--- src/design/mkpd_pkg.sv ---
// constants, phase encoding and helper function for the matrix keypad scanner
// no dependencies
package mkpd_pkg;

    localparam int ROWS      = 5;
    localparam int COLUMNS   = 8;
    localparam int ROW_IDX_W = 3;
    localparam int COL_IDX_W = 3;
    localparam int CNT_W     = 8;
    localparam int CODE_W    = 7;
    localparam int CFG_IDX_W = 1;
    localparam int CFG_W     = 8;
    localparam int IN_TDATA_W  = 8;
    localparam int OUT_TDATA_W = 16;

    localparam logic [CFG_IDX_W-1:0] CFG_PRESS_DEBOUNCE   = 1'b0;
    localparam logic [CFG_IDX_W-1:0] CFG_RELEASE_DEBOUNCE = 1'b1;

    localparam logic [CNT_W-1:0] DEBOUNCE_RESET = 8'd2;
    localparam logic [ROWS-1:0]  ROW_FIRST      = 5'b00001;

    typedef enum logic [3:0] {
        PH_IDLE     = 4'b0001,
        PH_PRESSED  = 4'b0010,
        PH_HELD     = 4'b0100,
        PH_RELEASED = 4'b1000
    } t_phase;

    // index of the lowest set bit, zero when none is set
    function automatic logic [2:0] f_low_index(input logic [7:0] v);
        logic [2:0] idx;
        idx = 3'd0;
        for (int i = 7; i >= 0; i--) begin
            if (v[i]) begin
                idx = 3'(i);
            end
        end
        return idx;
    endfunction

endpackage

--- src/design/matrix_keypad_scan_debounce.sv ---
// Matrix keypad scanner with press and release debounce, single module
// depends on mkpd_pkg
//
// One input item is one scan tick: the column lines sensed under the current
// row drive. Every item yields exactly one result item with the row drive to
// apply for the next tick, a key flag and the key code (row index * 16 + column
// index) on the tick a debounced press and release completes. An item passes
// through the next-state logic straight into the result register; a new item
// is taken every cycle as long as the result register is empty or being read.
// Debounce counts of zero last 256 ticks.
module matrix_keypad_scan_debounce
    import mkpd_pkg::*;
(
    input  logic                   i_clk,
    input  logic                   i_rst_n,
    // configuration
    input  logic                   i_cfg_we,
    input  logic [CFG_IDX_W-1:0]   i_cfg_idx,
    input  logic [CFG_W-1:0]       i_cfg_data,
    // input items
    input  logic                   s_axis_tvalid,
    output logic                   s_axis_tready,
    input  logic [IN_TDATA_W-1:0]  s_axis_tdata,   // [7:0] column_sense
    // result items
    output logic                   m_axis_tvalid,
    input  logic                   m_axis_tready,
    output logic [OUT_TDATA_W-1:0] m_axis_tdata,   // [4:0] row_drive, [11:5] key_value
    output logic                   m_axis_tuser    // [0] key_valid
);

    logic [CNT_W-1:0]     r_press_db;
    logic [CNT_W-1:0]     r_release_db;

    t_phase               r_phase, n_phase;
    logic [ROWS-1:0]      r_row, n_row;
    logic [COL_IDX_W-1:0] r_col, n_col;
    logic [CNT_W-1:0]     r_cnt, n_cnt;
    logic [CODE_W-1:0]    r_code, n_code;
    logic                 r_pend, n_pend;

    logic                 r_out_valid;
    logic [ROWS-1:0]      r_out_row;
    logic                 r_out_key;
    logic [CODE_W-1:0]    r_out_code;

    logic                 key_hit;
    logic [CODE_W-1:0]    hit_code;

    logic [COLUMNS-1:0]   cols;
    logic                 held_closed;
    logic [CNT_W-1:0]     cnt_dec;
    logic [COL_IDX_W-1:0] low_col;
    logic [ROW_IDX_W-1:0] row_idx;
    logic                 accept;

    assign s_axis_tready = !r_out_valid || m_axis_tready;
    assign accept        = s_axis_tvalid && s_axis_tready;

    assign cols        = s_axis_tdata[COLUMNS-1:0];
    assign held_closed = cols[r_col];
    assign cnt_dec     = r_cnt - 1'b1;
    assign low_col     = f_low_index(8'(cols));
    assign row_idx     = f_low_index(8'(r_row));

    always_comb begin
        n_phase  = r_phase;
        n_row    = r_row;
        n_col    = r_col;
        n_cnt    = r_cnt;
        n_code   = r_code;
        n_pend   = r_pend;
        key_hit  = 1'b0;
        hit_code = '0;
        unique case (r_phase)
            PH_IDLE: begin
                if (cols != '0) begin
                    n_col   = low_col;
                    n_phase = PH_PRESSED;
                    n_cnt   = r_press_db;
                end else begin
                    n_row = {r_row[ROWS-2:0], r_row[ROWS-1]};
                end
            end
            PH_PRESSED: begin
                if (!held_closed) begin
                    n_phase = PH_RELEASED;
                    n_cnt   = r_release_db;
                end else begin
                    n_cnt = cnt_dec;
                    if (cnt_dec == '0) begin
                        n_phase = PH_HELD;
                        n_code  = {row_idx, 1'b0, r_col};
                        n_pend  = 1'b1;
                    end
                end
            end
            PH_HELD: begin
                if (!held_closed) begin
                    n_phase = PH_RELEASED;
                    n_cnt   = r_release_db;
                end
            end
            PH_RELEASED: begin
                if (held_closed) begin
                    n_phase = PH_PRESSED;
                    n_cnt   = r_press_db;
                end else begin
                    n_cnt = cnt_dec;
                    if (cnt_dec == '0) begin
                        n_phase = PH_IDLE;
                        if (r_pend) begin
                            key_hit  = 1'b1;
                            hit_code = r_code;
                            n_pend   = 1'b0;
                        end
                    end
                end
            end
            default: begin
                n_phase = PH_IDLE;
            end
        endcase
    end

    // configuration registers
    always_ff @(posedge i_clk) begin
        if (!i_rst_n) begin
            r_press_db   <= DEBOUNCE_RESET;
            r_release_db <= DEBOUNCE_RESET;
        end else if (i_cfg_we) begin
            unique case (i_cfg_idx)
                CFG_PRESS_DEBOUNCE:   r_press_db   <= i_cfg_data;
                CFG_RELEASE_DEBOUNCE: r_release_db <= i_cfg_data;
                default: ;
            endcase
        end
    end

    // scan state
    always_ff @(posedge i_clk) begin
        if (!i_rst_n) begin
            r_phase <= PH_IDLE;
            r_row   <= ROW_FIRST;
            r_col   <= '0;
            r_cnt   <= '0;
            r_code  <= '0;
            r_pend  <= 1'b0;
        end else if (accept) begin
            r_phase <= n_phase;
            r_row   <= n_row;
            r_col   <= n_col;
            r_cnt   <= n_cnt;
            r_code  <= n_code;
            r_pend  <= n_pend;
        end
    end

    // result register
    always_ff @(posedge i_clk) begin
        if (!i_rst_n) begin
            r_out_valid <= 1'b0;
        end else if (accept) begin
            r_out_valid <= 1'b1;
        end else if (m_axis_tready) begin
            r_out_valid <= 1'b0;
        end
    end

    always_ff @(posedge i_clk) begin
        if (accept) begin
            r_out_row  <= n_row;
            r_out_key  <= key_hit;
            r_out_code <= hit_code;
        end
    end

    assign m_axis_tvalid = r_out_valid;
    assign m_axis_tdata  = {(OUT_TDATA_W - ROWS - CODE_W)'(0), r_out_code, r_out_row};
    assign m_axis_tuser  = r_out_key;

endmodule
--- config.mk ---
export PLATFORM = sky130hd
export DESIGN_NAME = matrix_keypad_scan_debounce
export DESIGN_NICKNAME = d
export VERILOG_FILES = /design/src/design/mkpd_pkg.sv /design/src/design/matrix_keypad_scan_debounce.sv
export SDC_FILE = /design/constraint.sdc
export NUM_CORES = 1
export LEC_CHECK = 0
export BUFFER_PORTS_ARGS = -buffer_cell sky130_fd_sc_hd__clkbuf_2
export CORE_AREA = 2 2 83 85
export CTS_CLUSTER_DIAMETER = 120
export DETAILED_ROUTE_END_ITERATION = 10
export DIE_AREA = 0 0 85 87
export GPL_ROUTABILITY_DRIVEN = 0
export PLACE_DENSITY_LB_ADDON = 0.25
export SYNTH_ARGS = -nofsm -noshare
export SYNTH_HDL_FRONTEND = slang
export SYNTH_SLANG_ARGS = --single-unit
export TNS_END_PERCENT = 20
--- constraint.sdc ---
create_clock -name i_clk -period 2.6 [get_ports i_clk]
set_input_delay 0.26 -clock i_clk [delete_from_list [all_inputs] [get_ports i_clk]]
set_output_delay 0.26 -clock i_clk [all_outputs]
set_load 0.02 [all_outputs]
---- Word-level counts from Yosys, hierarchy flattened ----
Index checks and enable logic that the tools add are counted.
word-level totals
  register bits after elaboration ......... 56
  input port bits ......................... 22
operators by class
  add/sub/neg operators ................... 1
  order comparisons ....................... 1
  equal/unequal tests ..................... 12
  mux-type cells .......................... 37
  bitwise logic cells ..................... 4
  reductions and logical operators ........ 17
operator list
  cell                                                                   count
  3-bit two-way mux                                                      13
  8-bit two-way mux                                                      4
  8-bit one-hot mux with 4 select lines                                  1
  4-bit two-way mux                                                      6
  4-bit one-hot mux with 4 select lines                                  1
  2-bit != test, second input constant                                   6
  5-bit two-way mux                                                      2
  8-bit logical NOT                                                      1
  1-bit two-way mux                                                      8
  4-bit AND reduction                                                    2
  8-bit nonzero test                                                     1
  8-bit by 1-bit subtractor with 8-bit output, second input constant     1
  3-bit != test, second input constant                                   2
  6-bit AND reduction                                                    1
  5-bit AND reduction                                                    1
  4-bit by 1-bit equality test with 1-bit output, second input constant  1
  4-bit by 2-bit equality test with 1-bit output, second input constant  1
  4-bit by 3-bit equality test with 1-bit output, second input constant  1
  4-bit equality test, second input constant                             1
  3-bit by 4-bit < comparator with 1-bit output, second input constant   1
  1-bit NOT                                                              4
  2-bit AND reduction                                                    2
  2-bit nonzero test                                                     2
  4-bit nonzero test                                                     1
  8 further kinds                                                        8

---- Logic depth before layout (Yosys ltp) ----
  depth after elaboration ................. 8
  gate-level depth with buffers ........... 9
  gate-level depth less buffers ........... 7

---- Worst setup path after synthesis ----
No wires, ideal clock.
  path kind ............................... flip-flop to flip-flop
  from .................................... register r_out_valid (netlist: m_axis_tvalid)
  to ...................................... register r_col[1]
  arrival time ............................ 2.022 ns
  slack ................................... 0.508 ns
  stages on the path, launching flop included .. 8
  period minus slack after synthesis ...... 2.092 ns
  cell sequence ........................... dfxtp_1 nand2b_1 nand2_1 inv_1 nand2_1 a21o_1 or4_1 a21oi_1
on the way
  word-level cells in the longest chain between the ends .. 4
ends and longest elaborated chain
  what                           line                                source
  from (decl)                    matrix_keypad_scan_debounce.sv:41   logic r_out_valid;
  from (signal assigned)         matrix_keypad_scan_debounce.sv:161  r_out_valid <= 1'b0;
  from (signal assigned)         matrix_keypad_scan_debounce.sv:163  r_out_valid <= 1'b1;
  from (signal assigned)         matrix_keypad_scan_debounce.sv:165  r_out_valid <= 1'b0;
  1-bit logical NOT              matrix_keypad_scan_debounce.sv:56   assign s_axis_tready = !r_out_valid || m_axis_tready;
  1-bit logical OR               matrix_keypad_scan_debounce.sv:56
  named net s_axis_tready        matrix_keypad_scan_debounce.sv:22   output logic s_axis_tready,
  1-bit logical AND              matrix_keypad_scan_debounce.sv:57   assign accept = s_axis_tvalid && s_axis_tready;
  named net accept               matrix_keypad_scan_debounce.sv:54   logic accept;
  3-bit AND reduction (no line)  n/a
  to (signal assigned)           matrix_keypad_scan_debounce.sv:151  r_col <= n_col;
  to (decl)                      matrix_keypad_scan_debounce.sv:36   logic [COL_IDX_W-1:0] r_col, n_col;
The timed path passes the listed nets, and every way through them passes these cells.
A chain may end at the register's enable or synchronous reset.

---- Worst setup path in the final report ----
  from .................................... register r_col[0]
  to ...................................... register r_cnt[7]
on the way
  word-level cells in the longest chain between the ends .. 4
  elaborated cells on any way between the ends .. 7
ends and longest elaborated chain
  what                                                                          line                                source
  1-bit binary-select mux with 3-bit select *                                   matrix_keypad_scan_debounce.sv:60   assign held_closed = cols[r_col];
  1-bit two-way mux (not written as such) *                                     matrix_keypad_scan_debounce.sv:60
  8-bit two-way mux, or another cell as far along                               matrix_keypad_scan_debounce.sv:104  if (held_closed) begin
  8-bit one-hot mux with 4 select lines or 4-bit AND reduction (tied branches)  n/a
  to (signal assigned)                                                          matrix_keypad_scan_debounce.sv:152  r_cnt <= n_cnt;
  to (decl)                                                                     matrix_keypad_scan_debounce.sv:37   logic [CNT_W-1:0] r_cnt, n_cnt;
Every way passes the cells marked *; elsewhere a longest branch is shown, timed or not. The select of a mux whose other input is x is not followed.

==> flow_metrics.py <==
metrics = {
    "run_status": {
        "status": "finished clean",
    },
    "floorplan": {
        "core-area_um2": 6570,
        "start_util_pct": 42.8,
        "io_pins": 41,
        "die_area_um2": 7400,
        "die_w_um": 85,
        "row_count": 30,
        "die_h_um": 87,
    },
    "sta": {
        "relSlewSlack_pct": 53.4,
        "fin_crit_ns": 2.28,
        "hold_violations": 0,
        "clock_skew_ns": 0.00790,
        "rsz0062_at_grt": "no",
        "clock.fmax_mhz": 438,
        "tightest_slew_ns": 0.690,
        "finalSetupTns_ns": 0,
        "fin_crit_sh_pct": 87.8,
        "setup_viol": 0,
        "setup_ws_ns": 0.316,
        "drv_slew": 0,
    },
    "synth": {
        "synth-main-ff-cell": "dfxtp_1",
        "synth.avg_cell_area_um2": 9.04,
        "synth_area_leaders": "dfxtp_1 31%, edfxtp_1 13%, nand2_1 6.4%, a21oi_1 5.0%, mux2i_1 5.0%",
        "synth_common_cells": "48 x nand2_1, 44 x dfxtp_1, 28 x a21oi_1, 20 x nor2_1",
        "syn_area_um2": 2810,
        "ys.warnings.count": 0,
        "synth_edf_count": 12,
        "yosysSeqAreaShare_pct": 44.1,
        "synthCells": 311,
        "synth_top_area_share_pct": 31.3,
        "ys_ff_latch": 56,
        "ys_types": 62,
        "yosysMostFrequentCell": "nand2_1",
        "synth-async-reset-ratio_pct": 0,
        "yosys.area.top_type": "dfxtp_1",
    },
    "job": {
        "maxCapViolations": 0,
    },
    "global_route": {
        "grt_overflow": 0,
        "grt_util_all_layers_pct": 16.0,
        "grt_start_max_net_pins": 20,
        "antenna_found_initial": 0,
        "grt_pass1_wl_mm": 9.61,
        "grt_pass1_vias": 2081,
    },
    "hold_path": {
        "hp-class": "primary input to flip-flop",
        "hold_path_end": "m_axis_tvalid",
        "whs_path_depth": 3,
        "min-delay-start": "s_axis_tvalid",
    },
    "critical_path": {
        "end_kind": "flip-flop",
        "reg2reg_slack_ns": 0.32,
        "required_ns": 2.82,
        "arrival_ns": 2.50,
        "path_cells": "mux2_4, a2bb2oi_2, and2_4, a221oi_4, buf_4, a21boi_0, o22ai_1",
        "cp_max_fo": 9,
        "critPathLaunchType": "flip-flop",
        "r2r_end": "r_cnt[7]",
        "r2r_start": "r_col[0]",
        "cpPeakStageDelay_ns": 0.51,
        "slowest_stage": "dfxtp_1",
        "critical_path_class": "flip-flop to flip-flop",
        "worstRegToRegCells": 7,
    },
    "routing": {
        "dr_wl_met2_mm": 2.56,
        "vias_per_cell": 5.27,
        "wirelength_met1_mm": 2.72,
        "drt_iter0_drc": 93,
        "firstDrtPassIters": 4,
        "drcViolationCount": 0,
        "routedWlPerCell_um": 13.3,
        "dr.max_layer_used": "met4",
        "route.met3.wl_um": 263,
        "drt_wl_total_mm": 5.63,
        "antenna_left": 0,
        "dr_total_vias": 2241,
    },
    "cells_and_area": {
        "drive_above_1_share_pct": 20.3,
        "syn2layout_area_growth_pct": 11.2,
        "nets": 368,
        "n_antenna_cell": 0,
        "fillers": 646,
    },
    "clock_tree": {
        "clockBufferDepth": 2,
        "cts_max_level": 2,
        "clk_latency_ns": 0.32,
        "hold_buffers": 0,
        "cts_resized": 0,
        "cts_root_buffer": "clkbuf_8",
        "clk_pin_slew_ns": 0.10,
        "cts_tree": "built",
        "cts_setup_buffers": 0,
        "cts_num_sinks": 56,
        "numCtsBuffers": 5,
    },
    "place": {
        "port_buffers": 35,
        "dp_hpwl_mm": 4.21,
        "preCtsSetupSlack_ns": 0.310,
    },
    "pwr": {
        "leakage_nw": 1.20,
        "power_density_nw_per_um2": 554,
        "ir_drop_mv": 0.239,
    },
}
==> registers in the layout, summed over array words and instances, names as in the netlist <==
name,flops
m_axis_tuser,1
m_axis_tvalid,1
r_cnt,8
r_code,6
r_col,3
r_out_code,6
r_out_row,5
r_pend,1
r_phase,4
r_press_db,8
r_release_db,8
r_row,5
==> through the flow <==
step / hold slack [ns] / utilization, % / std cells / instance area (um2) / power, mW
6_report: 0.156 / 47.6 / 425 / 3130 / 1.73
5_1_grt: 0.151 / 47.6 / 425 / 3130 / 1.83
4_1_cts: 0.141 / 47.6 / 425 / 3130 / 1.76
3_5_place_dp: 0.451 / 46.1 / 417 / 3030 / 1.25
3_3_place_gp: 0.445 / 46.1 / 417 / 3030 / 1.25
2_1_floorplan: 0.383 / - / 315 / 2830 / 1.19
==> how the worst max path moves through the flow <==
stage                   from  cells past startpoint  slack [ns]       endpoint
3_5_place_dp        r_col[0]                      7        0.31       r_cnt[7]
2_1_floorplan  m_axis_tvalid                      7        0.51       r_col[1]
6_report            r_col[0]                      7        0.32       r_cnt[7]
3_3_place_gp        r_col[0]                      7        0.37       r_cnt[7]
5_1_grt             r_cnt[0]                      6        0.16  r_out_code[4]
4_1_cts             r_col[0]                      7        0.32       r_cnt[7]
==> worst max-delay path: cells and delay by family (launching register included) <==
| kind | cells | cell delay, ns |
|---|---|---|
| muxes | 1 | 0.34 |
| and+or+nand+nor | 1 | 0.22 |
| DFF | 1 | 0.51 |
| AOI/OAI and AO/OA | 4 | 0.87 |
| buffers and inverters | 1 | 0.24 |
==> metal layers <==
metal  global-route usage (%)  vias to the layer above
li1                         -                     1161
met1                     21.2                     1013
met2                     25.7                       58
met3                     3.60                        9
met4                     5.92                        0
met5                        0                        -
==> placed cells by master, fill, tap and decap left out, types with 2 or more instances in the layout <==
cell / Yosys / final
nand2b_1: 2 / 2
o21ai_2: 2 / 2
nand3_1: 15 / 15
nand2_1: 48 / 48
a21oi_1: 28 / 28
o21ai_0: 6 / 6
o22ai_1: 2 / 2
nor3_1: 7 / 7
nor2b_1: 5 / 5
o21ai_1: 5 / 5
a222oi_1: 4 / 4
ha_1: 2 / 2
nor4b_2: 3 / 3
inv_1: 15 / 15
mux2i_1: 14 / 14
buf_4: 5 / 6
xor2_1: 3 / 3
edfxtp_1: 12 / 12
o21a_1: 2 / 2
clkbuf_8: 0 / 5
nor2_1: 20 / 20
and2_1: 8 / 8
mux2_2: 4 / 4
conb_1: 1 / 5
or3_1: 2 / 2
nor4_1: 2 / 2
a31oi_1: 2 / 2
clkbuf_2: 0 / 35
a21o_1: 3 / 3
dfxtp_1: 44 / 44
==> power by group <==
part / internal, mW / switching [mW] / total [mW] / leakage, nW
sequential: 0.923 / 0.0324 / 0.955 / 0.476
combinational: 0.107 / 0.168 / 0.275 / 0.676
clock: 0.198 / 0.305 / 0.503 / 0.0463
total: 1.23 / 0.505 / 1.73 / 1.20
==> kinds of logic (layout without fill, tap and decap cells) <==
group	Yosys count	count (layout)	share of synthesized area, %
buf+inv	34	64	6.18
xor+xnor	3	3	0.934
flops	56	56	44.1
simple gates	123	123	22.5
fa+ha+maj	2	2	0.890
mux	19	19	7.12
compound gates	73	73	18.1
other cells	1	5	0.133
==> cell type report <==
cell class | instances | area (um2) | share of cell area (%)
Inverter | 15 | 56.3 | 1.80
Clock buffer | 5 | 68.8 | 2.20
Tap cell | 80 | 100 | 3.20
Multi-Input combinational cell | 225 | 1410 | 45.2
Sequential cell | 56 | 1240 | 39.7
Timing Repair Buffer | 41 | 220 | 7.04
Clock inverter | 3 | 27.5 | 0.880
Note: power is estimated with default switching activity, not from simulation.
